File: src/rtl/alle_pkg.sv
package alle_pkg;

    typedef enum logic [2:0] {
        OP_PUSH_BACK  = 3'd0,
        OP_PUSH_FRONT = 3'd1,
        OP_INSERT     = 3'd2,
        OP_ERASE      = 3'd3,
        OP_READ       = 3'd4,
        OP_CLEAR      = 3'd5
    } t_opcode;

    localparam logic [1:0] ST_OK    = 2'd0;
    localparam logic [1:0] ST_RANGE = 2'd1;
    localparam logic [1:0] ST_FULL  = 2'd2;

    typedef enum logic [3:0] {
        S_IDLE,
        S_DECIDE,
        S_WALK_REQ,
        S_WALK_WAIT,
        S_WALK_STEP,
        S_APPLY,
        S_APPLY2,
        S_READ_WAIT,
        S_DONE
    } t_state;

    // controller -> datapath
    typedef struct packed {
        logic load;        // capture input beat
        logic walk_init;   // cursor <- head, index <- 0
        logic link_rd;     // read link of cursor
        logic walk_adv;    // cursor <- read link, index++
        logic val_rd;      // read value of cursor
        logic do_add_back;
        logic do_add_front;
        logic do_insert;   // insert after cursor
        logic do_erase_head;
        logic erase_rd;    // read link of victim (cursor's next)
        logic do_erase_mid;
        logic do_clear;
        logic set_status;
        logic [1:0] status;
        logic set_read;
        logic out_load;
    } t_cmd;

    // datapath -> controller
    typedef struct packed {
        logic [2:0] op;
        logic       full;
        logic       ins_range_bad;
        logic       pos_range_bad;
        logic       pos_zero;
        logic       pos_is_len;
        logic       walk_done;      // index == target
    } t_stat;

endpackage

File: src/rtl/alle_ctrl.sv
module alle_ctrl (
    input  logic            i_clk,
    input  logic            i_rst_n,
    input  logic            i_valid,
    output logic            o_stall,
    input  logic            i_stall,
    output logic            o_valid,
    input  alle_pkg::t_stat i_stat,
    output alle_pkg::t_cmd  o_cmd
);
    import alle_pkg::*;

    t_state r_state, n_state;
    logic   r_ovalid, n_ovalid;

    always_ff @(posedge i_clk) begin
        if (!i_rst_n) begin
            r_state  <= S_IDLE;
            r_ovalid <= 1'b0;
        end else begin
            r_state  <= n_state;
            r_ovalid <= n_ovalid;
        end
    end

    assign o_valid = r_ovalid;
    assign o_stall = (r_state != S_IDLE);

    always_comb begin
        n_state  = r_state;
        n_ovalid = r_ovalid && i_stall;
        o_cmd    = '0;
        unique case (r_state)
            S_IDLE: begin
                if (i_valid) begin
                    o_cmd.load = 1'b1;
                    n_state    = S_DECIDE;
                end
            end
            S_DECIDE: begin
                n_state = S_DONE;
                o_cmd.walk_init = 1'b1;
                case (i_stat.op) inside
                    OP_PUSH_BACK, OP_PUSH_FRONT: begin
                        if (i_stat.full) begin
                            o_cmd.set_status = 1'b1;
                            o_cmd.status     = ST_FULL;
                        end else n_state = S_APPLY;
                    end
                    OP_INSERT: begin
                        if (i_stat.ins_range_bad) begin
                            o_cmd.set_status = 1'b1;
                            o_cmd.status     = ST_RANGE;
                        end else if (i_stat.full) begin
                            o_cmd.set_status = 1'b1;
                            o_cmd.status     = ST_FULL;
                        end else if (i_stat.pos_zero || i_stat.pos_is_len) n_state = S_APPLY;
                        else n_state = S_WALK_REQ;
                    end
                    OP_ERASE, OP_READ: begin
                        if (i_stat.pos_range_bad) begin
                            o_cmd.set_status = 1'b1;
                            o_cmd.status     = ST_RANGE;
                        end else if (i_stat.op == OP_ERASE && i_stat.pos_zero) begin
                            n_state = S_WALK_WAIT;
                        end else n_state = S_WALK_REQ;
                    end
                    OP_CLEAR: o_cmd.do_clear = 1'b1;
                    default: ;
                endcase
            end
            S_WALK_REQ: begin
                if (i_stat.walk_done) begin
                    if (i_stat.op == OP_READ) begin
                        o_cmd.val_rd = 1'b1;
                        n_state = S_READ_WAIT;
                    end else begin
                        o_cmd.link_rd = 1'b1;
                        n_state = S_APPLY;
                    end
                end else begin
                    o_cmd.link_rd = 1'b1;
                    n_state = S_WALK_STEP;
                end
            end
            S_WALK_STEP: begin
                o_cmd.walk_adv = 1'b1;
                n_state = S_WALK_REQ;
            end
            S_WALK_WAIT: begin
                // erase at head: fetch head's link
                o_cmd.link_rd = 1'b1;
                n_state = S_APPLY;
            end
            S_APPLY: begin
                n_state = S_DONE;
                case (i_stat.op)
                    OP_PUSH_BACK: o_cmd.do_add_back = 1'b1;
                    OP_PUSH_FRONT: o_cmd.do_add_front = 1'b1;
                    OP_INSERT: begin
                        if (i_stat.pos_zero) o_cmd.do_add_front = 1'b1;
                        else if (i_stat.pos_is_len) o_cmd.do_add_back = 1'b1;
                        else o_cmd.do_insert = 1'b1;
                    end
                    OP_ERASE: begin
                        if (i_stat.pos_zero) o_cmd.do_erase_head = 1'b1;
                        else begin
                            o_cmd.erase_rd = 1'b1;
                            n_state = S_APPLY2;
                        end
                    end
                    default: ;
                endcase
            end
            S_APPLY2: begin
                o_cmd.do_erase_mid = 1'b1;
                n_state = S_DONE;
            end
            S_READ_WAIT: begin
                o_cmd.set_read = 1'b1;
                n_state = S_DONE;
            end
            S_DONE: begin
                if (!r_ovalid || !i_stall) begin
                    o_cmd.out_load = 1'b1;
                    n_ovalid = 1'b1;
                    n_state  = S_IDLE;
                end
            end
            default: n_state = S_IDLE;
        endcase
    end
endmodule

File: config.mk
export PLATFORM = sky130hd
export DESIGN_NAME = alle_ctrl
export DESIGN_NICKNAME = d
export VERILOG_FILES = /design/src/rtl/alle_pkg.sv /design/src/rtl/alle_ctrl.sv
export SDC_FILE = /design/constraint.sdc
export NUM_CORES = 1
export LEC_CHECK = 0
export BUFFER_PORTS_ARGS = -buffer_cell sky130_fd_sc_hd__buf_2
export CORE_UTILIZATION = 44
export DETAILED_ROUTE_END_ITERATION = 8
export PLACE_DENSITY = 0.88
export SETUP_SLACK_MARGIN = 0.15
export SYNTH_ARGS = -nofsm -noshare
export SYNTH_HDL_FRONTEND = slang
export SYNTH_SLANG_ARGS = --single-unit
File: constraint.sdc
create_clock -name i_clk -period 1.77 [get_ports i_clk]
set_clock_uncertainty 0.1 [all_clocks]
set_input_delay 0.0885 -clock i_clk [delete_from_list [all_inputs] [get_ports i_clk]]
set_output_delay 0.0885 -clock i_clk [all_outputs]
set_load 0.02 [all_outputs]
==> results of run 1 <==
[synth_stat cells, types with 2 or more instances]
cell type,instances
sky130_fd_sc_hd__and3_1,2
sky130_fd_sc_hd__nand2b_1,3
sky130_fd_sc_hd__nor2_1,12
sky130_fd_sc_hd__o22ai_1,2
sky130_fd_sc_hd__o32ai_1,3
sky130_fd_sc_hd__nor2b_1,4
sky130_fd_sc_hd__nand2_1,6
sky130_fd_sc_hd__dfxtp_1,5
sky130_fd_sc_hd__a31oi_1,2
sky130_fd_sc_hd__a21oi_1,6
sky130_fd_sc_hd__buf_2,4
sky130_fd_sc_hd__nand3_1,4
sky130_fd_sc_hd__inv_1,5
sky130_fd_sc_hd__and3b_1,2
sky130_fd_sc_hd__nor3_1,3
[per-layer routing]
metal / vias to the layer above / GRT usage [%] / share of wire, % / wire length (um)
li1: 404 / - / - / -
met1: 395 / 37.6 / 38 / 868
met2: 66 / 50.0 / 48 / 1090
met3: 16 / 9.09 / 9.4 / 215
met4: 0 / 19.0 / 4.7 / 108
met5: - / 0 / 0 / 0
[area by class of cell]
type	instances	share of cell area, %
flip-flops and latches	5	12.1
repair buffers	42	27.9
multi-input cells	71	53.4
clock buffers	4	2.76
well taps	15	1.97
inverters	5	1.97
[worst max-delay path by stage]
| stage | endpoint | slack (ns) | cells past startpoint |
|---|---|---|---|
| global route | o_cmd[11] | 0.06 | 4 |
| finish | o_cmd[11] | 0.13 | 4 |
| CTS | o_cmd[11] | 0.12 | 4 |
| detailed placement | o_cmd[11] | 0.14 | 4 |
| global placement | o_cmd[11] | 0.20 | 4 |
| floorplan | r_state[3] | 0.19 | 5 |
[flip-flops by register name, summed over array words and instances, names as in the netlist]
name and count:
r_state 4, o_valid 1
[through the flow]
stage	util [%]	power (mW)	instance area (sq um)	setup WS (ns)	instances
after floorplan	-	0.254	627	0.186	87
after detailed placement	60.6	0.308	788	0.145	130
after global routing	73.2	0.524	952	0.0646	142
after CTS	69.3	0.463	902	0.125	139
after global placement	60.6	0.304	788	0.197	130
final	73.2	0.495	952	0.126	142
[repair_timing]
action,CTS,global route
pin swaps,2,3
buffers inserted,4,3
setup endpoints to repair,9,12
hold buffers,1,0
gates resized for setup,16,10
hold endpoints to repair,1,0
[power breakdown]
group / leakage [nW] / internal, mW / switching, mW
combinational: 0.400 / 0.0988 / 0.124
sequential: 0.0437 / 0.119 / 0.0148
clock: 0.0150 / 0.0856 / 0.0532
total: 0.459 / 0.303 / 0.192
[worst max-delay path: cells and delay by family, from the launching register on]
kind	cells	cell delay, ns
simple gates	2	0.54
buf+inv	1	0.17
flops	1	0.35
compound gates	1	0.15
[cell families after synthesis]
kind of cell / count (synthesis)
flip-flops: 5
AO/OA/AOI/OAI: 24
AND/OR/NAND/NOR: 47
buffers and inverters: 11
==> results by stage, run 1 <==
Timing:
- In the finished design, the share of the clock period the worst path needs comes to 92.9%.
- The number of hold violations in the final report is 0.
- The transition at the pin with the smallest max-transition slack is approximately 0.38 ns.
- The final setup violation count is 0.
- Setup repair after global routing could not meet its margin everywhere.
- The final-report max-slew violation count was 0.
- Adding up every negative setup slack in the final design gives 0 ns.
- The post-route minimum period is 1.64 ns.
- The highest achievable clock rate is 608 MHz.
- The headroom to the max-slew limit is approximately 75%.
- The tightest hold margin is 0.0964 ns.

Floorplanning:
- The number of rows in the core area is 13.
- The initial core utilization is 47.8%.
- 32 I/O pins were placed.
- The die covers 0.00157 sq mm.
- In this run the vertical extent of the chip is 39.6 um.
- The total core area is approximately 0.0013 sq mm.
- The overall die width is between 30 and 40 um.

Synth:
- The post-synthesis share of cell area spent on xor and xnor gates is 0%.
- Counting distinct cell types in the post-synthesis netlist gives 39.
- After Yosys synthesis, full adders, half adders and majority gates account for 0% of the synthesized area.
- The mux share of post-synthesis cell area is 0%.
- In the synthesized netlist the async set-or-reset flop fraction comes to 0%.
- In the post-synthesis netlist, the biggest area contributors are sky130_fd_sc_hd__dfxtp_1 16%, sky130_fd_sc_hd__nor2_1 7.2%, sky130_fd_sc_hd__a21oi_1 4.8%.
- Of the synthesized area, sequential elements account for around 16%.
- The average instance in the mapped netlist occupies 7.15 sq um.
- The cell count after synthesis is 87.
- After synthesis the netlist holds a flip-flop and latch count of 5.
- The post-synthesis compound-gate area fraction is 28.4%.
- The synthesized netlist occupies a cell area of around 620 sq um.
- Summed over all instances, the cell type with the most area after synthesis is sky130_fd_sc_hd__dfxtp_1.
- Of the total synthesized cell area, the portion taken by AND, OR, NAND and NOR gates is between 40 and 50%.
- By area, the combinational part of the netlist is dominated by simple AND/OR/NAND/NOR gates.
- The synthesized design contains 0 enable-type register cells.
- In the synthesized netlist the dominant register cell turns out to be sky130_fd_sc_hd__dfxtp_1.
- Synthesis produced a netlist with a net count of 100.
- The Yosys step of the flow raised 0 warnings.
- The share of the synthesized area in the top cell type is 16.1%.

Setup path:
- The data required time of the critical path is 1.58 ns.
- The worst setup path is of the flop to primary output kind.
- The setup check on the worst reg-to-reg path leaves a slack of between 0.2 and 0.25 ns.
- Traced cell by cell, the critical path runs through nand2b_4, or3_4, a211oi_2, buf_4.
- STA classifies the critical path startpoint as a flop.
- The endpoint identified for the worst register-to-register timing path is r_state[3].
- STA classifies the critical path endpoint as a primary output.
- The worst register-to-register path has a depth of 5.
- The slowest stage cell on the critical path is sky130_fd_sc_hd__or3_4.
- Tracing the worst setup path back leads to its startpoint at r_state[1].
- Data arrives at the worst endpoint at 1.46 ns.
- The worst register-to-register path begins at r_state[3].
- For this run, the slowest stage of the critical path takes 0.39 ns.
- The maximum fanout along the worst path is 4.

Hold path:
- The path with the worst hold slack has its endpoint at o_valid.
- The path class of the tightest hold or removal check is primary input to flop.
- The worst hold path begins at i_stall.
- Along the worst hold path, the cell count comes to 3.

Global route:
- The largest net degree at the start of global routing is 12.
- The number of global-route vias before repair was 783.
- The number of antenna violations at the first check in global routing is 0.
- The overflow left after global routing is 0.
- The first global-routing pass estimated 3300 um of wire.
- In the global route stage, overall resource usage came out at 31.9%.

Place:
- During placement, the flow inserted port buffers numbering 31.
- The detailed-placement wirelength estimate is 1290 um.
- The last weighted congestion value of the routability-driven placer is 0.867.

Layout:
- The post-route netlist has about half of its cells at a drive strength greater than 1.
- The area used by multi-input combinational logic is 508 sq um.
- The area added between synthesis and finish is 53.1%.
- Leaving out fill and tap cells, the most frequent cells in the layout are 24 x sky130_fd_sc_hd__buf_2, 15 x sky130_fd_sc_hd__buf_4, 9 x sky130_fd_sc_hd__nor2_1, 6 x sky130_fd_sc_hd__nand2_1, 6 x sky130_fd_sc_hd__a21oi_1.
- The sequential standard cell area is 115 sq um.
- For this run, the post-layout net count is 141.
- The commonest non-fill, non-tap cell in the layout is sky130_fd_sc_hd__buf_2.
- The number of antenna cells inserted is 0.
- Counting the fill cells in the layout gives 98.

Power and ir drop:
- The leakage dissipation is 0.459 nW.
- Across the VDD grid, the largest voltage drop is 0.458 mV.
- The total power divided by cell area is ~520 mW/mm^2.

Flow run:
- The number of max-cap violations is 0.

Clocking:
- The CTS tree is built.
- The number of levels in the clock H-tree is 1.
- Clock-pin slew was measured on the worst setup and hold paths at 0.04 ns.
- Counting the buffers created by CTS gives 3.
- The tree is rooted in a sky130_fd_sc_hd__clkbuf_4.
- Counting every sink on the clock net gives 5.
- The clock passes through at most 2 buffers.
- The clock reaches the later pin of the worst-skew pair after roughly 0.25 ns.

Routing:
- The remaining antenna violation count after routing is 0.
- After the first detailed-routing iteration, the DRC count stood at 52.
- The routed design has 2280 um of wire.
- The first-pass iteration count of the detailed router is 4.
- After detailed routing, the average wire length per cell comes to 16.1 um.
- Across all layers, the routed design uses 881 vias.
- The count of unresolved DRC violations after routing is 0.
- In the routed layout, each cell is associated on average with a via count of 6.20.

Run status:
- The flow ran to the end, and the final reports show no timing, DRC or antenna violations.
No activity file was read; power rests on OpenSTA's default activity.
==> run 2, diff against run 1 <==
--- a/config.mk
+++ b/config.mk
@@ -9,6 +9,7 @@
 export CORE_UTILIZATION = 44
 export DETAILED_ROUTE_END_ITERATION = 8
 export PLACE_DENSITY = 0.88
+export REMOVE_ABC_BUFFERS = 1
 export SETUP_SLACK_MARGIN = 0.15
 export SYNTH_ARGS = -nofsm -noshare
 export SYNTH_HDL_FRONTEND = slang
==> run 2 against run 1 <==
Net effect:
- non-clock buffer count decreased by 5
- hold slack got worse by 0.056 ns
- utilization decreased by 4.3 points
- final cell count decreased by 3.5%
- critical path type unchanged
- largest power group unchanged
==> results by stage, run 2 (synthesized netlist as in run 1, its figures left out) <==
Setup path:
- The data arrival time at the worst-slack endpoint is 1.46 ns.
- STA classifies the critical path endpoint as a primary output.
- The data required time of the critical path is 1.58 ns.
- Counting cells, the worst reg-to-reg path comes to 5.
- The maximum fanout along the worst path is 7.
- The sort of element at the start of the critical path is a flop.
- The start of the worst register-to-register path is r_state[2].
- The start-to-end type of the worst setup path is flop to primary output.
- The critical path starts at r_state[3].

Global route:
- The number of global-route vias before repair came to ~670.
- The overflow left after global routing is 0.
- The number of antenna violations at the first check in global routing came to 0.
- Entering global routing, the biggest net connects 15 pins.
- The total routing resource utilization after global routing is 26.4%.
- The first global-routing pass estimated 2860 um of wire.

Clocking:
- For the worst-skew pair, the clock arrives at the later sink with an insertion delay of approximately 0.24 ns.
- The clock net in this run drives a total of 5 sinks.
- The longest clock path from root to sink contains 2 buffers.
- The CTS tree is built.
- The clock slew at the register clock pins of the worst setup and hold paths is 0.04 ns.
- Clock tree synthesis inserted a total of 3 buffers.
- The root buffer cell is sky130_fd_sc_hd__clkbuf_4.
- CTS built an H-tree with a depth of 1.

Routing:
- For this run, design rule violations remaining after detail routing come to 0.
- For this block, the initial DRC count from the detailed router was 27.
- In this run the remaining antenna-violating nets after routing total 0.
- The total vias in the final route is 804.
- After detailed routing, the average wire length per cell comes to 13.6 um.
- The pre-antenna-repair detailed-routing pass consisted of 4 iterations.
- In the routed layout, each cell is associated on average with a via count of 5.87.
- The wire length after detailed routing is 1870 um.

Layout:
- The multi-input combinational cells in the finished layout cover a total of 497 sq um.
- Ranked by flip-flop count, first place goes to r_state.
- The layout filler cell count is 108.
- The flip-flop count of the largest register after layout is 4.
- Cells with a size suffix above 1 make up 45.9% of the layout.
- At the end of the flow, the number of nets in the layout was 136.
- The commonest non-fill, non-tap cell in the layout is sky130_fd_sc_hd__buf_2.
- The number of antenna cells inserted is 0.
- The final cell count without fillers is 137.
- Relative to the synthesized area, the layout overhead comes to 44.1%.
- In the final layout, flip-flops and latches occupy 110 sq um.
- Leaving out fill and tap cells, the most frequent cells in the layout are 25 x sky130_fd_sc_hd__buf_2, 12 x sky130_fd_sc_hd__nor2_1, 9 x sky130_fd_sc_hd__buf_4, 6 x sky130_fd_sc_hd__nand2_1, 6 x sky130_fd_sc_hd__a21oi_1.

Power and ir drop:
- For this design the ratio of total power to cell area is 524 mW/mm^2.
- Summed over all cells, the static leakage comes to 0.433 nW.
- The worst-case IR drop observed on VDD is 0.516 mV.

Timing:
- The smallest setup slack after layout is 0.122 ns.
- Setup repair after global routing could not meet its margin everywhere.
- The headroom to the max-slew limit is 73.3%.
- Dividing the final minimum period by the clock period gives 93.1%.
- The number of hold violations in the final report is 0.
- The post-route minimum period is 1.65 ns.
- Setup violations remaining at the end of the flow were counted as 0.
- Setup total negative slack on the finished layout was measured at 0 ns.
- For the pin with the worst max-slew slack, the measured transition is roughly 0.40 ns.
- The highest achievable clock rate is 607 MHz.
- The final-report max-slew violation count came to 0.

Place:
- The minimum setup slack after placement is 0.195 ns.
- The detailed-placement wirelength estimate is around 1300 um.
- In this run, placement finished with an instance count of 130.
- In this run the tool buffered the top-level ports with 31 buffer cells.
- The last weighted congestion value of the routability-driven placer is 0.964.

Hold path:
- The worst min-delay path category is primary input to flop.
- The worst hold path startpoint is i_stall.
- Counting instances, the worst hold path has a depth of 3.

Floorplanning:
- The initial core utilization is 47.8%.
- In this run the core area contains 13 standard-cell rows.
- The die is 39.6 um tall.
- During I/O placement, the number of pins put on the boundary was 32.
- The overall die width is 39.6 um.
- The floorplan step defined a die boundary enclosing between 0.0015 and 0.002 sq mm.
- The total core area is 0.00130 sq mm.

Flow run:
- Max-cap violations in this run came to 0.

Run status:
- The flow ran to the end, and the final reports show no timing, DRC or antenna violations.
run 2: cell types whose count changed in the layout (fill, tap and decap cells not counted):
cell | before | now
sky130_fd_sc_hd__buf_2 | 24 | 25
sky130_fd_sc_hd__dfxtp_2 | 0 | 2
sky130_fd_sc_hd__buf_4 | 15 | 9
sky130_fd_sc_hd__and3_4 | 1 | 0
sky130_fd_sc_hd__nor2_1 | 9 | 12
sky130_fd_sc_hd__nor2_2 | 3 | 0
sky130_fd_sc_hd__and3_2 | 0 | 1
sky130_fd_sc_hd__dfxtp_4 | 4 | 2
run 2: final timing paths:
path,to,slack (ns)
min reg2reg,o_valid,0.40
max reg2reg,r_state[3],0.36
max,o_cmd[7],0.12
min,o_valid,0.04
run 2: timing repair:
action | 4_1_cts | 5_1_grt
hold buffers | 1 | 0
endpoints found under the setup margin | 9 | 8
gates resized for setup | 14 | 6
setup buffers | 1 | 1
gates cloned | 0 | 0
pin swaps | 2 | 0
endpoints found under the hold margin | 1 | 0
run 2: critical path: stages, from the launching register on:
cell                       delay (ns)
sky130_fd_sc_hd__dfxtp_4         0.36
sky130_fd_sc_hd__nand2b_4        0.15
sky130_fd_sc_hd__or4_4           0.53
sky130_fd_sc_hd__inv_2           0.07
sky130_fd_sc_hd__buf_6           0.11
run 2: per-stage QoR:
step	cell area [sq um]	total power [mW]	hold WS, ns	util (%)
finish	896	0.469	0.0403	68.8
detailed placement	783	0.312	0.251	60.2
global route	896	0.498	0.0563	68.8
floorplan	587	0.239	0.116	-
global placement	783	0.307	0.243	60.2
CTS	872	0.462	0.0406	67.0
run 2: per-layer routing:
| layer | global-route usage (%) | vias to the layer above | wire (um) |
|---|---|---|---|
| li1 | - | 396 | - |
| met1 | 35.6 | 360 | 835 |
| met2 | 39.3 | 42 | 872 |
| met3 | 5.68 | 6 | 108 |
| met4 | 12.1 | 0 | 52 |
| met5 | 0 | - | 0 |
run 2: final cells by class:
class | count | share of cell area (%)
Timing Repair Buffer | 37 | 25.1
Tap cell | 15 | 2.09
Inverter | 5 | 2.09
Clock buffer | 4 | 2.93
Multi-Input combinational cell | 71 | 55.4
Sequential cell | 5 | 12.3
run 2: power by group:
part           internal [mW]  total [mW]  switching (mW)
Combinational         0.0903       0.205           0.114
Clock                 0.0852       0.131          0.0454
Sequential             0.120       0.134          0.0141
